<file path="config.mk">
export PLATFORM = sky130hd
export DESIGN_NAME = msd_tail
export DESIGN_NICKNAME = d
export VERILOG_FILES = /design/src/hdl/assert_macros.svh /design/src/hdl/msd_pkg.sv /design/src/hdl/msd_tail.sv
export SDC_FILE = /design/constraint.sdc
export NUM_CORES = 2
export LEC_CHECK = 0
export BUFFER_PORTS_ARGS = -buffer_cell sky130_fd_sc_hd__buf_2
export CORE_MARGIN = 5
export CORE_UTILIZATION = 40
export CTS_BUF_LIST = sky130_fd_sc_hd__clkbuf_4 sky130_fd_sc_hd__clkbuf_8
export CTS_CLUSTER_DIAMETER = 30
export DETAILED_ROUTE_END_ITERATION = 16
export RECOVER_POWER = 100
export REMOVE_ABC_BUFFERS = 1
export SLEW_MARGIN = 20
export SYNTH_ARGS = -nofsm -noshare
export SYNTH_HDL_FRONTEND = slang
export SYNTH_SLANG_ARGS = --single-unit
</file>
<file path="constraint.sdc">
create_clock -name clk_i -period 6.5 [get_ports clk_i]
set_input_delay 0.325 -clock clk_i [delete_from_list [all_inputs] [get_ports clk_i]]
set_output_delay 0.325 -clock clk_i [all_outputs]
set_load 0.05 [all_outputs]
</file>
<file path="src/hdl/assert_macros.svh">
// ----------------------------------------------------------------------------
// Assertion macros
// Shared assertion wrappers for the slice distance unit. They expand to
// nothing when SYNTHESIS is defined.
// ----------------------------------------------------------------------------
`ifndef ASSERT_MACROS_SVH
`define ASSERT_MACROS_SVH
`ifndef SYNTHESIS
// Full property, clocked and disabled while reset is active.
`define MSD_ASSERT(lbl, clk, rst_n, prop, msg) \
  lbl: assert property (@(posedge clk) disable iff (!rst_n) (prop)) else $error(msg);
// Overlapping implication from an antecedent to a consequent sequence.
`define MSD_ASSERT_IMPL(lbl, clk, rst_n, ante, cons, msg) \
  lbl: assert property (@(posedge clk) disable iff (!rst_n) (ante) |-> (cons)) else $error(msg);
`else
`define MSD_ASSERT(lbl, clk, rst_n, prop, msg)
`define MSD_ASSERT_IMPL(lbl, clk, rst_n, ante, cons, msg)
`endif
`endif

</file>
<file path="src/hdl/msd_pkg.sv">
`timescale 1ns / 1ps
// ----------------------------------------------------------------------------
// Slice distance package
// Widths, constants, the word passed along the cell row and the constant
// tables for the final scaling by a power of three.
// ----------------------------------------------------------------------------
package msd_pkg;

  // Basic sizes.
  localparam int unsigned ORDER     = 8;
  localparam int unsigned FRAC_BITS = 28;
  localparam int unsigned IN_W      = 32;
  localparam int unsigned DIST_W    = 34;
  localparam int unsigned LANES     = 4;

  // Derived widths.
  localparam int unsigned CW      = IN_W + 3;
  localparam int unsigned TW      = FRAC_BITS + 2;
  localparam int unsigned UW      = TW + 2;
  localparam int unsigned DMW     = FRAC_BITS;
  localparam int unsigned MAG_W   = FRAC_BITS + 1;
  localparam int unsigned PROD_W  = DMW + MAG_W;
  localparam int unsigned LVL_W   = $clog2(ORDER);
  localparam int unsigned SH_W    = $clog2(PROD_W);
  localparam int unsigned SAT_W   = (CW > DIST_W) ? CW : DIST_W;
  localparam int unsigned LATENCY = ORDER + 3;

  // Fixed-point constants.
  localparam logic [CW-1:0]        ONE_C      = CW'(1) << FRAC_BITS;
  localparam logic [CW-1:0]        HALF_C     = ONE_C >> 1;
  localparam logic [FRAC_BITS:0]   ONE_R      = (FRAC_BITS + 1)'(1) << FRAC_BITS;
  localparam logic [UW-1:0]        THREE_U    = UW'(3) << FRAC_BITS;
  localparam logic [UW-1:0]        SIX_U      = THREE_U << 1;
  localparam logic [SAT_W-1:0]     DIST_MAX_C = (SAT_W'(1) << DIST_W) - SAT_W'(1);

  // Word that travels down the cell row.
  typedef struct packed {
    logic                          resolved;
    logic                          hole;
    logic [LVL_W-1:0]              lvl;
    logic [DIST_W-1:0]             val;
    logic [LANES-1:0][TW-1:0]      t;
  } msd_word_t;

  typedef logic [ORDER-1:0][MAG_W-1:0] mag_tbl_t;
  typedef logic [ORDER-1:0][SH_W-1:0]  sh_tbl_t;

  // Reciprocal multipliers: ceil(2^s / 3^m) with s = FRAC_BITS + clog2(3^m).
  function automatic mag_tbl_t build_mag();
    mag_tbl_t          tbl;
    longint unsigned   p;
    longint unsigned   q;
    int                s;
    tbl = '0;
    for (int m = 1; m < ORDER; m++) begin
      p = 1;
      for (int k = 0; k < m; k++) begin
        p = p * 3;
      end
      s = FRAC_BITS + $clog2(p);
      q = 64'd1 << s;
      for (int k = 0; k < m; k++) begin
        q = q / 3;
      end
      tbl[m] = MAG_W'(q + 1);
    end
    return tbl;
  endfunction

  // Matching right shifts for each level.
  function automatic sh_tbl_t build_shift();
    sh_tbl_t           tbl;
    longint unsigned   p;
    tbl = '0;
    for (int m = 1; m < ORDER; m++) begin
      p = 1;
      for (int k = 0; k < m; k++) begin
        p = p * 3;
      end
      tbl[m] = SH_W'(FRAC_BITS + $clog2(p));
    end
    return tbl;
  endfunction

  localparam mag_tbl_t MAG_TBL   = build_mag();
  localparam sh_tbl_t  SHIFT_TBL = build_shift();

endpackage

</file>
<file path="src/hdl/msd_tail.sv">
`timescale 1ns / 1ps
// ----------------------------------------------------------------------------
// Slice distance output stage
// Scales a hole distance by 3^-level with a reciprocal multiply and shift,
// then registers the result word and its strobe.
// ----------------------------------------------------------------------------
module msd_tail (
  input  logic                        clk_i,
  input  logic                        rst_ni,
  input  logic                        valid_i,
  input  msd_pkg::msd_word_t          word_i,
  output logic                        done_o,
  output logic [msd_pkg::DIST_W-1:0]  distance_o,
  output logic                        inside_res_o
);

  logic                               valid_m_q;
  logic                               resolved_q, hole_q;
  logic [msd_pkg::LVL_W-1:0]          lvl_q;
  logic [msd_pkg::DIST_W-1:0]         val_q;
  logic [msd_pkg::PROD_W-1:0]         prod_d, prod_q;
  logic [msd_pkg::PROD_W-1:0]         shifted;
  logic [msd_pkg::DMW-1:0]            quo;
  logic [msd_pkg::DIST_W-1:0]         dist_d, dist_q;
  logic                               inside_d, inside_q;
  logic                               done_q;

  // Reciprocal multiply for the level the word stopped at.
  assign prod_d = msd_pkg::PROD_W'(word_i.val[msd_pkg::DMW-1:0])
                * msd_pkg::PROD_W'(msd_pkg::MAG_TBL[word_i.lvl]);

  always_ff @(posedge clk_i or negedge rst_ni) begin
    if (!rst_ni) begin
      valid_m_q <= 1'b0;
    end else begin
      valid_m_q <= valid_i;
    end
  end

  always_ff @(posedge clk_i) begin
    resolved_q <= word_i.resolved;
    hole_q     <= word_i.hole;
    lvl_q      <= word_i.lvl;
    val_q      <= word_i.val;
    prod_q     <= prod_d;
  end

  // Shift out the quotient and select the final distance.
  always_comb begin
    shifted  = prod_q >> msd_pkg::SHIFT_TBL[lvl_q];
    quo      = shifted[msd_pkg::DMW-1:0];
    inside_d = !resolved_q;
    if (!resolved_q) begin
      dist_d = '0;
    end else if (hole_q) begin
      dist_d = (quo == '0) ? msd_pkg::DIST_W'(1) : msd_pkg::DIST_W'(quo);
    end else begin
      dist_d = val_q;
    end
  end

  // Output register and strobe.
  always_ff @(posedge clk_i or negedge rst_ni) begin
    if (!rst_ni) begin
      done_q <= 1'b0;
    end else begin
      done_q <= valid_m_q;
    end
  end

  always_ff @(posedge clk_i) begin
    dist_q   <= dist_d;
    inside_q <= inside_d;
  end

  assign done_o       = done_q;
  assign distance_o   = dist_q;
  assign inside_res_o = inside_q;

endmodule
</file>
# Word level (Yosys, flattened, before mapping)
# Memories as Yosys holds them, arrays and structs flattened. A register that Yosys moved wholly into a read port is not among the register bits.
# Cells that the tools add are included.
# W data, S select, Z words.
# word_totals
out_inout_bits	36
romBits	280
n_memories	2
regBits	133
# classes
order_cmp	2
mux	4
n_mul	1
shifts	1
n_reduce_logical	2
# memory_table
memory	words	width	read_ports	rd_ports_with_merged_regs	wr	line_no	rtl
(name not given)	8	29	1	0	0	msd_tail.sv:30	* msd_pkg::PROD_W'(msd_pkg::MAG_TBL[word_i.lvl]);
(name not given)	8	6	1	1	0	msd_tail.sv:50	shifted = prod_q >> msd_pkg::SHIFT_TBL[lvl_q];
# op_table
op	n
$mul A28 B29 Y57	1
$shr A57 B6 Y28	1
$mux W34	1
$mux W29	1
$logic_not A28 Y1	1
$mux W28	1
$lt A3 B4 Y1 const B	2
$mux W6	1
$logic_not A1 Y1	1

# Logic depth before layout (Yosys ltp)
# logic_depth
depth_word	6
depth_mapped	31
ltp_nobuf	29

# Worst setup path after synthesis
# No wires, ideal clock.
# synth_timing
path_kind	in2reg
start	input word_i[156] in the netlist's numbering
end	register prod_q[52] in the netlist's numbering
arrival_time_ns	7.094
setup_time_ns	0.095
path_slack_ns	-0.689
path_buffers	3
cell_stages	28
required_ns	6.405
path_cell_list	inv_1 > clkbuf_1 > nand2_1 > o21ai_1 > clkbuf_1 > nand2_1 > fa_1 > inv_1 > fa_1 > inv_1 > fa_1 > fa_1 > inv_1 > fa_1 > fa_1 > inv_1 > fa_1 > inv_1 > ha_1 > clkbuf_1 > a211o_1 > a21oi_1 > o21ai_0 > a221o_1 > a21oi_1 > a21oi_1 > o21a_1 > o311ai_1
# synth_between
elab_chain_len	3
# synth_lines
element	line_no	rtl
start, declared	msd_tail.sv:11	input msd_pkg::msd_word_t word_i,
$mem_v2 Z8 W29	--	
$mux W29 (implied by the code)	msd_tail.sv:30	
$mul A28 B29 Y57	msd_tail.sv:30	
net prod_d (one bit)	msd_tail.sv:21	logic [msd_pkg::PROD_W-1:0] prod_d, prod_q;
end signal, assigned	msd_tail.sv:45	prod_q <= prod_d;
end, declared	msd_tail.sv:21	
# The timed path passes the listed nets, and every way through them passes these cells. The select of a mux whose other input is x is not followed.
# A chain may end at the register's enable or synchronous reset.

# Worst setup path after layout
# layout_timing
start	input word_i[154] in the netlist's numbering
end	register prod_q[46] in the netlist's numbering
# Same word-level chain as after synthesis.

==> reports/results.txt <==
Die Y: 301 um
Synth Area per Inst: 9.22 sq um
Net total in the final layout: 5300
Deepest clock path buffer count: 2
Overflow left after global routing: 0
Half-perimeter wire length after detailed placement: 104 mm
Required time at the worst-slack endpoint: 6900 ps
Depth of the CTS H-tree: 4
Kind of launch point of the worst setup path: primary input
Kind of cell adding the most delay to the critical path: adder cells
Post-CTS clock slew at the launch and capture registers of the worst setup and hold paths: 90 ps
Portion of the clock cycle consumed by the worst path in the final layout: 105%
Initial antenna violation count: 7
Number of enable flip-flop cells after synthesis: 0
Floorplan core area: 0.0837 sq mm
First-pass GRT wire length: 187 mm
Critical path capture point type: flop
Ys async rst share: 1.47%
Post-synthesis mux area share: 9.02%
Most used flip-flop cell after synthesis: sky130_fd_sc_hd__dfxtp_1
Initial DRC count: 2613
Vias per cell: 5.23
Cell seen most often among critical-path stages: sky130_fd_sc_hd__fa_1
Effective utilization at floorplan: 40.3%
DRC violation count after routing: 0
Layout area overhead: 24.7%
Horizontal die dimension: 301 um
Total of max-cap violations: 0
Vias in the first global route: 29700
FF+latch count, synth: 136
Overall via count from detail_route: 28100
Synthesis warning total: 0
RSZ-0062 raised after global routing: yes
Critical path class: primary input to flop
Tightest slew margin relative to the limit: 25.2%
Least-Margin Pin Slew: 1090 ps
Post-Route Skew: 19.8 ps
Yosys top cell by area: sky130_fd_sc_hd__fa_1
Boundary pin count: 198
Number of port buffers: 77
Post-synthesis xor/xnor area fraction: 1.22%
Site row count: 106
Wire length after detailed routing: 124 mm
Proportion of layout cells with a drive suffix above 1: 26.2%
Share of the synthesized area in the top cell type: 39.8%
Maximum fanout count along the critical path: 6
Shortest clock period the worst path allows after layout: 6800 ps
Compound-Gate Fraction of Synth Area: 5.96%
Arrival time reported for the critical path endpoint: 7190 ps
TritonCTS Buffers: 17
Later-pin clock latency in the skew report: 480 ps
Dominant combinational cell family by area after synthesis: adder cells
Pre-Repair DR Iteration Count: 5
Instance count after placement with tap cells included: 5256
Final number of setup-violating endpoints: 26
Final weighted congestion of routability-driven global placement: 1.03
Crit-path slowest cell: sky130_fd_sc_hd__fa_1
Buf+Inv Stages, Crit Path: 12
Adder and majority cell fraction of the synthesized area: 49.0%
Sinks on the clock net: 136
Delay of the slowest cell on the worst path: 600 ps
All-Layer GR Usage: 27.4%
Sequential-to-total area share from yosys stat: 8.09%
Result of the run: finished with violations
Most common cell in the netlist: sky130_fd_sc_hd__inv_1
Final hold vios: 0
Distinct cell type count of the synthesized netlist: 85
Synth Area in Simple Gates: 14.3%
Violated checks: negative setup slack
Die area: 0.0903 sq mm
TritonCTS clock tree: yes
Antenna-violating nets left: 0
Non-filler cells, final: 5369
Combined area of all synthesized cells: 0.0338 sq mm
Number of instances in the synthesized netlist: 3663
Root buffer cell: sky130_fd_sc_hd__clkbuf_8
Maximum frequency from static timing analysis: 0.147 GHz
Leading post-synthesis cells by cell area: sky130_fd_sc_hd__fa_1 (40%), sky130_fd_sc_hd__inv_1 (9.9%), sky130_fd_sc_hd__ha_1 (9.1%), sky130_fd_sc_hd__dfxtp_1 (7.9%), sky130_fd_sc_hd__mux4_2 (5.5%)
Routed len/inst: 23.0 um
Path class of the lowest-slack min-delay path: primary input to asynchronous set/reset pin
Pin count of the biggest net entering global routing: 55
Commonest cells in the synthesized netlist: sky130_fd_sc_hd__inv_1 (889), sky130_fd_sc_hd__fa_1 (672), sky130_fd_sc_hd__nand2_1 (379)
Max-slew violations: 0
Setup slack after layout: -296 ps
-- cells in the final DEF, fill, tap and decap left out, drive strengths merged, types with 20 or more instances in the layout --
cell type  synthesis  layout
ha               246     246
a211oi            22      22
buf               51     689
o21ai             54      56
fa               672     672
nor2b             39      39
nand2            379     379
nand2b            46      46
dfxtp            134     134
xnor2             32      32
nor2             186     186
a21o              27      27
mux4              88      88
clkbuf           129      36
and3              42      42
a21oi             69      69
mux2              20      20
nand3             51      51
mux2i             81      81
o211ai            21      21
inv              891     891
and2             196     196
-- flip-flops by register name (all words and copies together) (netlist names), named ones only --
name / cells
distance_o: 34
done_o: 1
hole_q: 1
inside_res_o: 1
prod_q: 57
resolved_q: 1
val_q: 34
valid_m_q: 1
-- per-stage QoR --
step | util (%) | area, sq um | worst slack, ps | TNS (ps) | hold WS [ps]
after floorplan | - | 32900 | -1110 | -32770 | 29.4
after detailed placement | 47.0 | 39300 | -1500 | -43960 | 113
after global routing | 50.3 | 42100 | -490 | -8790 | 132
after global placement | 47.0 | 39300 | -1370 | -42540 | 110
after CTS | 49.2 | 41200 | -219 | -1970 | 97.0
final | 50.3 | 42100 | -296 | -4290 | 146
-- worst reg2reg max path, delay by kind of cell (launching register included) --
kind | cells | cell delay (ps)
compound gates | 4 | 2140
buf+inv | 1 | 610
flops | 1 | 620
simple gates | 3 | 620
-- routing by layer --
layer	track usage, %	wire length, um	vias up
met4	10.2	5790	0
li1	-	-	12400
met5	0	0	-
met1	37.4	50700	14100
met3	5.03	10700	270
met2	43.8	56400	1292
-- what timing repair did --
action	CTS	global route
pin swaps	102	91
endpoints found under the hold margin	11	0
hold buffers	10	0
endpoints found under the setup margin	39	33
gates resized for setup	256	151
setup buffers	30	35
gates cloned	5	3
-- cell type report --
class | instances | area, sq um
multi-input combinational | 2457 | 28100
antenna | 2 | 5.00
inverter | 893 | 3370
sequential | 136 | 2740
tap | 1134 | 1420
fill | 7835 | 41600
clock inverter | 11 | 148
timing repair buffer | 715 | 6020
clock buffer | 21 | 283
-- worst paths after layout --
check,startpoint,end,depth (start not counted),slack [ps]
min reg2reg,valid_m_q$_DFF_PN0_,done_o$_DFF_PN0_,0,360
min,rst_ni,valid_m_q$_DFF_PN0_,2,150
max,word_i[154],prod_q[46]$_DFF_P_,30,-300
max reg2reg,flop,distance_o[0]$_SDFF_PN0_,8,2410
min in group clk_i,word_i[140],val_q[20]$_DFF_P_,3,290
max in group asynchronous,rst_ni,done_o$_DFF_PN0_,2,6230
-- logic make-up (layout without fill, tap and decap cells) --
family | Yosys count | in the layout
adder cells (fa/ha/maj) | 918 | 918
flip-flops | 136 | 136
multiplexers | 189 | 189
AND/OR/NAND/NOR | 1001 | 1002
XOR/XNOR | 47 | 47
buffers and inverters | 1073 | 1640
other | 0 | 2
AO/OA/AOI/OAI | 299 | 301
Power is left out: the tool's default activity adds up to more than one toggle a clock period on the data nets, which glitch-free logic cannot reach.
