File: src/hdl/assert_macros.svh
// ----------------------------------------------------------------------------
// Assertion macros
// Shared assertion wrappers for the slice distance unit. They expand to
// nothing when SYNTHESIS is defined.
// ----------------------------------------------------------------------------
`ifndef ASSERT_MACROS_SVH
`define ASSERT_MACROS_SVH
`ifndef SYNTHESIS
// Full property, clocked and disabled while reset is active.
`define MSD_ASSERT(lbl, clk, rst_n, prop, msg) \
  lbl: assert property (@(posedge clk) disable iff (!rst_n) (prop)) else $error(msg);
// Overlapping implication from an antecedent to a consequent sequence.
`define MSD_ASSERT_IMPL(lbl, clk, rst_n, ante, cons, msg) \
  lbl: assert property (@(posedge clk) disable iff (!rst_n) (ante) |-> (cons)) else $error(msg);
`else
`define MSD_ASSERT(lbl, clk, rst_n, prop, msg)
`define MSD_ASSERT_IMPL(lbl, clk, rst_n, ante, cons, msg)
`endif
`endif

File: src/hdl/msd_pkg.sv
`timescale 1ns / 1ps
// ----------------------------------------------------------------------------
// Slice distance package
// Widths, constants, the word passed along the cell row and the constant
// tables for the final scaling by a power of three.
// ----------------------------------------------------------------------------
package msd_pkg;

  // Basic sizes.
  localparam int unsigned ORDER     = 8;
  localparam int unsigned FRAC_BITS = 28;
  localparam int unsigned IN_W      = 32;
  localparam int unsigned DIST_W    = 34;
  localparam int unsigned LANES     = 4;

  // Derived widths.
  localparam int unsigned CW      = IN_W + 3;
  localparam int unsigned TW      = FRAC_BITS + 2;
  localparam int unsigned UW      = TW + 2;
  localparam int unsigned DMW     = FRAC_BITS;
  localparam int unsigned MAG_W   = FRAC_BITS + 1;
  localparam int unsigned PROD_W  = DMW + MAG_W;
  localparam int unsigned LVL_W   = $clog2(ORDER);
  localparam int unsigned SH_W    = $clog2(PROD_W);
  localparam int unsigned SAT_W   = (CW > DIST_W) ? CW : DIST_W;
  localparam int unsigned LATENCY = ORDER + 3;

  // Fixed-point constants.
  localparam logic [CW-1:0]        ONE_C      = CW'(1) << FRAC_BITS;
  localparam logic [CW-1:0]        HALF_C     = ONE_C >> 1;
  localparam logic [FRAC_BITS:0]   ONE_R      = (FRAC_BITS + 1)'(1) << FRAC_BITS;
  localparam logic [UW-1:0]        THREE_U    = UW'(3) << FRAC_BITS;
  localparam logic [UW-1:0]        SIX_U      = THREE_U << 1;
  localparam logic [SAT_W-1:0]     DIST_MAX_C = (SAT_W'(1) << DIST_W) - SAT_W'(1);

  // Word that travels down the cell row.
  typedef struct packed {
    logic                          resolved;
    logic                          hole;
    logic [LVL_W-1:0]              lvl;
    logic [DIST_W-1:0]             val;
    logic [LANES-1:0][TW-1:0]      t;
  } msd_word_t;

  typedef logic [ORDER-1:0][MAG_W-1:0] mag_tbl_t;
  typedef logic [ORDER-1:0][SH_W-1:0]  sh_tbl_t;

  // Reciprocal multipliers: ceil(2^s / 3^m) with s = FRAC_BITS + clog2(3^m).
  function automatic mag_tbl_t build_mag();
    mag_tbl_t          tbl;
    longint unsigned   p;
    longint unsigned   q;
    int                s;
    tbl = '0;
    for (int m = 1; m < ORDER; m++) begin
      p = 1;
      for (int k = 0; k < m; k++) begin
        p = p * 3;
      end
      s = FRAC_BITS + $clog2(p);
      q = 64'd1 << s;
      for (int k = 0; k < m; k++) begin
        q = q / 3;
      end
      tbl[m] = MAG_W'(q + 1);
    end
    return tbl;
  endfunction

  // Matching right shifts for each level.
  function automatic sh_tbl_t build_shift();
    sh_tbl_t           tbl;
    longint unsigned   p;
    tbl = '0;
    for (int m = 1; m < ORDER; m++) begin
      p = 1;
      for (int k = 0; k < m; k++) begin
        p = p * 3;
      end
      tbl[m] = SH_W'(FRAC_BITS + $clog2(p));
    end
    return tbl;
  endfunction

  localparam mag_tbl_t MAG_TBL   = build_mag();
  localparam sh_tbl_t  SHIFT_TBL = build_shift();

endpackage

File: src/hdl/msd_cell.sv
`timescale 1ns / 1ps
`include "assert_macros.svh"
// ----------------------------------------------------------------------------
// Slice distance level cell
// One ternary level: multiplies each coordinate fraction by three modulo
// three, tests for the hole and resolves the word when two or more lanes hit.
// ----------------------------------------------------------------------------
module msd_cell (
  input  logic               clk_i,
  input  logic               rst_ni,
  input  logic               valid_i,
  input  msd_pkg::msd_word_t word_i,
  output logic               valid_o,
  output msd_pkg::msd_word_t word_o
);

  localparam int unsigned F = msd_pkg::FRAC_BITS;

  logic [msd_pkg::LANES-1:0][msd_pkg::UW-1:0]   u;
  logic [msd_pkg::LANES-1:0][msd_pkg::UW-1:0]   u_mod;
  logic [msd_pkg::LANES-1:0][msd_pkg::TW-1:0]   t_next;
  logic [msd_pkg::LANES-1:0][F-1:0]             r;
  logic [msd_pkg::LANES-1:0][F:0]               comp;
  logic [msd_pkg::LANES-1:0]                    hole;
  logic [msd_pkg::LANES-1:0][msd_pkg::DMW-1:0]  dist_l;
  logic [msd_pkg::DMW-1:0]                      min01, min23, dmin;
  logic [2:0]                                   hole_cnt;
  msd_pkg::msd_word_t                           word_d;
  logic                                         valid_q;
  msd_pkg::msd_word_t                           word_q;

  // Per lane: t = 3t mod 3, digit, remainder and distance to the hole edge.
  always_comb begin
    for (int i = 0; i < msd_pkg::LANES; i++) begin
      u[i] = (msd_pkg::UW'(word_i.t[i]) << 1) + msd_pkg::UW'(word_i.t[i]);
      if (u[i] >= msd_pkg::SIX_U) begin
        u_mod[i] = u[i] - msd_pkg::SIX_U;
      end else if (u[i] >= msd_pkg::THREE_U) begin
        u_mod[i] = u[i] - msd_pkg::THREE_U;
      end else begin
        u_mod[i] = u[i];
      end
      t_next[i] = u_mod[i][msd_pkg::TW-1:0];
      r[i]      = t_next[i][F-1:0];
      hole[i]   = (t_next[i][msd_pkg::TW-1:F] == 2'd1) && (r[i] != '0);
      comp[i]   = msd_pkg::ONE_R - {1'b0, r[i]};
      if (!hole[i]) begin
        dist_l[i] = '1;
      end else if (comp[i] < {1'b0, r[i]}) begin
        dist_l[i] = comp[i][F-1:0];
      end else begin
        dist_l[i] = r[i];
      end
    end
    min01    = (dist_l[1] < dist_l[0]) ? dist_l[1] : dist_l[0];
    min23    = (dist_l[3] < dist_l[2]) ? dist_l[3] : dist_l[2];
    dmin     = (min23 < min01) ? min23 : min01;
    hole_cnt = 3'(hole[0]) + 3'(hole[1]) + 3'(hole[2]) + 3'(hole[3]);
  end

  // Resolved words pass unchanged; open words resolve on a hole hit or advance one level.
  always_comb begin
    word_d = word_i;
    if (!word_i.resolved) begin
      word_d.t = t_next;
      if (hole_cnt >= 3'd2) begin
        word_d.resolved = 1'b1;
        word_d.hole     = 1'b1;
        word_d.val      = msd_pkg::DIST_W'(dmin);
      end else begin
        word_d.lvl = word_i.lvl + msd_pkg::LVL_W'(1);
      end
    end
  end

  // Cell register.
  always_ff @(posedge clk_i or negedge rst_ni) begin
    if (!rst_ni) begin
      valid_q <= 1'b0;
    end else begin
      valid_q <= valid_i;
    end
  end

  always_ff @(posedge clk_i) begin
    word_q <= word_d;
  end

  assign valid_o = valid_q;
  assign word_o  = word_q;

  // A resolved word keeps its level; a hole hit always carries a nonzero distance.
  `MSD_ASSERT_IMPL(a_cell_hold, clk_i, rst_ni, valid_i && word_i.resolved, ##1 (word_q.resolved && word_q.lvl == $past(word_i.lvl)), "resolved word changed its level in a cell")
  `MSD_ASSERT(a_cell_hole_nz, clk_i, rst_ni, (valid_q && word_q.hole) |-> (word_q.val != '0), "hole hit with zero distance")

endmodule

File: config.mk
export PLATFORM = sky130hd
export DESIGN_NAME = msd_cell
export DESIGN_NICKNAME = d
export VERILOG_FILES = /design/src/hdl/msd_pkg.sv /design/src/hdl/msd_cell.sv
export VERILOG_INCLUDE_DIRS = /design/src /design/src/hdl
export SDC_FILE = /design/constraint.sdc
export NUM_CORES = 1
export LEC_CHECK = 0
export BUFFER_PORTS_ARGS = -buffer_cell sky130_fd_sc_hd__buf_4
export CAP_MARGIN = 20
export CORE_ASPECT_RATIO = 1.5
export CORE_UTILIZATION = 35
export CTS_CLUSTER_DIAMETER = 40
export DETAILED_ROUTE_END_ITERATION = 8
export GPL_ROUTABILITY_DRIVEN = 0
export PLACE_DENSITY = 0.51
export SLEW_MARGIN = 20
export SYNTH_ARGS = -nofsm -noshare
export SYNTH_HDL_FRONTEND = slang
export SYNTH_SLANG_ARGS = --single-unit
File: constraint.sdc
create_clock -name clk_i -period 0.8 [get_ports clk_i]
set_input_delay 0.08 -clock clk_i [delete_from_list [all_inputs] [get_ports clk_i]]
set_output_delay 0.08 -clock clk_i [all_outputs]
set_load 0.01 [all_outputs]
Yosys cells after proc, flatten, opt, wreduce, memory -nomap -nowiden
Cells that the tools add are included.
Operators by class
  $lt $le $gt $ge: 16
  reduce and logical (&&, ||, !) cells: 8
  muxes and demuxes: 23
  add/subtract/negate cells: 20
  eq/ne operators: 4
Operator list (number)
  $mux W28: 11
  $mux W30: 8
  $sub A30 B30 Y30 const B: 8
  $mux W158: 1
  $add A31 B30 Y32: 4
  $ge A32 B30 Y1 const B: 4
  $ge A32 B31 Y1 const B: 4
  $lt A29 B28 Y1: 4
  $sub A29 B28 Y29 const A: 4
  $reduce_bool A28 Y1: 4
  $lt A28 B28 Y1: 3
  $mux W34: 1
  $eq A2 B1 Y1 const B: 4
  $logic_and A1 B1 Y1: 4
  $add A2 B1 Y3: 1
  $add A3 B1 Y3: 1
  $add A3 B1 Y3 const B: 1
  $ge A3 B2 Y1 const B: 1
  $mux W3: 1
  $add A1 B1 Y2: 1
  $mux W2: 1
Storage, ports and cells
  bits in registers: 160
  input bits: 162
  word-level logic and storage cells: 80

Longest topological paths before layout
  depth after elaboration: 14
  gate-level depth with buffers: 53
  gate-level depth less buffers: 48

Least setup slack after synthesis
OpenSTA, ideal clock, no wires.
  path kind: input to register
  start: input port word_i[0] (netlist bit)
  end: register word_q, in the netlist word_o[140]
  data arrival time: 9576 ps
  stages on the path: 50
  setup slack: -8913 ps
  required time: 663 ps
  cell sequence: ha_1 > inv_1 > fa_1 > nand2b_1 > a21oi_1 > o21ai_0 > a221oi_1 > nand4_1 > nand2b_1 > or3_1 > or2_2 > nor2_1 > nand3_1 > or3_1 > ha_1 > xnor3_1 > nand2_1 > or3_4 > [... 14 more ...] > o21a_1 > clkbuf_1 > a22o_1 > ha_1 > a21o_1 > a21o_1 > a21oi_1 > nor2b_1 > o21ai_0 > nand2b_1 > a21oi_1 > nor2b_1 > o21ai_0 > o311ai_0 > a211o_1 > buf_2 > nand2_1 > o221ai_1
RTL lines
  start: declaration: line msd_cell.sv:12  | input msd_pkg::msd_word_t word_i,
  end signal: assignment: line msd_cell.sv:86  | word_q <= word_d;
  end: declaration: line msd_cell.sv:30  | msd_pkg::msd_word_t word_q;

==> impl_metrics.py <==
metrics = {
    "status": {
        "status": "finished, violations left",
        "failed_checks": "setup timing",
    },
    "cells_and_area": {
        "regArea_sq_um": 3208,
        "syn_to_final_growth_pct": 92.64,
        "antennaDiodeCount": 0,
        "multiInputGateArea_sq_um": 21300,
        "layout-drive-gt1-share": 0.5153,
        "fin_nets": 4976,
        "n_fill_cell": 5099,
        "fin_util": 0.6819,
    },
    "placed_design": {
        "io_buffers": 321,
        "hpwl_um": 81630,
        "pre_cts_ws_ps": -8991,
    },
    "sta": {
        "hold_viol_final": 0,
        "min_period_ps": 9010,
        "setup_tns_ps": -403880,
        "timing.final.ws_setup_ps": -8210,
        "rsz0062_at_grt": "yes",
        "setup_viol": 306,
        "fin_crit_sh": 11.26,
        "drv_slew": 0,
        "slew_headroom": 0.5731,
        "worstMarginPinSlew_ps": 633.6,
        "fmax_ghz": 0.1110,
    },
    "synth": {
        "synth.cell_area_sq_um": 21240,
        "syn_inst": 2863,
        "seq_area_frac_synth": 0.1510,
        "synth-edff-count": 0,
        "ys_ff_latch": 160,
        "synth_ff_type": "dfxtp_1",
        "syn_nets": 3303,
        "synth_cell_types": 110,
        "async_flop_share": 0.006250,
        "avgSynthCellArea_sq_um": 7.420,
        "yosysWarnings": 0,
    },
    "global_routing": {
        "globalRouteOverflowTotal": 0,
        "grt_pass1_wl_um": 157200,
        "grt_pass1_vias": 30370,
        "grt_max_degree": 69,
        "grt.busiest_layer": "met2",
        "met2_usage": 0.6160,
        "antenna_found_initial": 0,
        "use_met3": 0.04043,
        "grt_usage": 0.3200,
        "use_met1": 0.3267,
    },
    "power_and_ir_drop": {
        "p_int_mw": 64.40,
        "power_switching_mw": 53.10,
        "pwr_density_cell_nw_per_um2": 2871,
        "swShare": 0.4519,
        "p_leak_nw": 18.66,
        "max-vdd-ir-drop_v": 0.003714,
        "p_comb_frac": 0.829,
        "pwr-share-clk": 0.078,
        "seq_power_share": 0.093,
    },
    "die": {
        "die_h_um": 303.7,
        "dieArea_sq_um": 61700,
        "ioPinCount": 322,
        "rows": 110,
        "core_sq_um": 60010,
        "start_util": 0.3540,
        "die_x_um": 203.2,
    },
    "clock_tree": {
        "h-tree-depth": 4,
        "cts_sinks": 160,
        "root_buffer": "clkbuf_16",
        "clk_pin_slew_ps": 80,
        "cts_buffer_depth": 2,
        "cts_buffers": 17,
        "cts_tree": "built",
    },
    "worst_setup_path": {
        "critPathMaxStageDelay_ps": 550,
        "crit_top_cell": "buf_4",
        "crit_path_top_delay_cell": "or4_4",
        "arrival_ps": 9470,
        "critPathLaunchType": "primary input",
        "cp_num_buf_inv": 9,
        "end_kind": "flop",
        "path_class": "in2reg",
        "crit_fanout": 6,
        "crit_family": "simple AND/OR/NAND/NOR gates",
        "critical_path_required_ps": 1260,
    },
    "drt": {
        "wl_um": 102600,
        "route.vias.total": 29370,
        "drtIter0Drc": 1480,
        "drc": 0,
        "drtPass1Iterations": 5,
        "ant_nets": 0,
        "wl_per_cell_um": 19.24,
        "viasPerCell": 5.507,
    },
    "worst_hold_path": {
        "hold_class": "in2reg",
    },
    "run": {
        "maxCapViolations": 0,
    },
}
[routing by layer]
layer / wire length (um) / vias to the layer above / part of all wire
li1: - / 14120 / -
met1: 37750 / 13990 / 0.37
met2: 54850 / 919 / 0.53
met3: 3949 / 342 / 0.038
met4: 6043 / 0 / 0.059
met5: 0 / - / 0
[layout by cell type (no fill, tap or decap), types with 45 or more instances in the layout]
cell type,synthesis,routed
nor2_1,211,187
buf_4,5,1514
inv_1,105,95
mux2_2,48,45
dlygate4sd3_1,0,160
nor3_1,89,59
o21ai_1,11,90
a21oi_1,211,126
o21ai_0,211,92
ha_4,0,75
dfxtp_1,159,159
ha_1,273,191
buf_6,1,75
o211ai_1,49,49
nand4_1,64,64
nand3_1,68,51
a21o_1,69,68
a21oi_2,2,61
nand2_1,315,290
[flip-flops by register name, indices dropped and copies added (netlist names)]
| register | flops |
|---|---|
| word_o | 159 |
| valid_o | 1 |
[Yosys cell counts (16+ instances only)]
master	instances	area [sq um]
a211o_1	22	192.7
a21o_1	69	518.0
xor2_1	45	394.1
clkbuf_1	89	334.1
xnor2_1	60	525.5
buf_2	23	115.1
and2_1	41	256.5
nand3_1	68	340.3
or2_2	39	244.0
nor4_1	23	143.9
nand2b_1	35	219.0
nor2b_1	25	156.4
and3_1	36	225.2
a21oi_1	211	1056
ha_1	273	3416
o21ai_0	211	1056
a211oi_1	43	322.8
or3_1	41	256.5
mux2i_1	37	370.4
nand4_1	64	400.4
dfxtp_1	159	3183
o21a_1	37	277.8
inv_1	105	394.1
and4_1	17	148.9
nand2_1	315	1182
o2111ai_1	20	175.2
mux2_2	48	540.5
o22a_1	16	140.1
a31oi_1	24	150.1
nor3_1	89	445.4
nor2_1	211	792.0
o211ai_1	49	367.9
[kinds of logic (layout without fill, tap and decap cells)]
kind of cell	count (synthesis)	after routing	share of synthesized area
compound gates	929	931	0.2960
flops	160	160	0.1510
xor+xnor	109	109	0.04765
fa+ha+maj	278	278	0.1655
mux	85	85	0.04288
buf+inv	237	1921	0.04453
simple gates	1065	1065	0.2524
[worst paths after layout]
kind                          endpoint  depth (start not counted)   startpoint
worst max-delay path       word_o[139]                         47   word_i[71]
worst min-delay path       word_o[121]                          3  word_i[158]
max in group asynchronous      valid_o                          3       rst_ni
min in group asynchronous      valid_o                          3       rst_ni
[repair_timing]
item,in CTS,in global routing
gates resized for setup,211,255
setup buffers,43,54
hold endpoints to repair,159,0
pin swaps,114,126
hold buffers,160,0
setup endpoints to repair,307,308
cloned,5,2
[per-stage QoR]
stage | power, mW | cell area [sq um] | hold slack (ps) | std cells
after global routing | 123.3 | 40920 | 56.72 | 5333
after global placement | 84.27 | 35800 | -144.4 | 5048
after floorplan | 51.06 | 24160 | -215.6 | 2863
after CTS | 107.7 | 39350 | 3.087 | 5286
final | 117.5 | 40920 | 40.10 | 5333
after detailed placement | 85.21 | 35800 | -143.0 | 5048
[area by class of cell]
class                   instances  share of cell area
multi-input cells            2468              0.5206
flip-flops and latches        160             0.07840
clock buffers                  17             0.01040
repair buffers               1781              0.3518
clock inverters                15            0.004647
inverters                     108             0.01021
well taps                     784             0.02397
[power by group through the flow]
stage	Sequential, mW	Combinational [mW]	Clock, mW
3_5_place_dp	11.0	74.2	0
3_3_place_gp	11.1	73.2	0
2_1_floorplan	11.4	39.7	0
5_1_grt	11.0	103	9.70
6_report	10.9	97.4	9.19
4_1_cts	10.9	87.3	9.48
No activity file was read; power rests on OpenSTA's default activity.
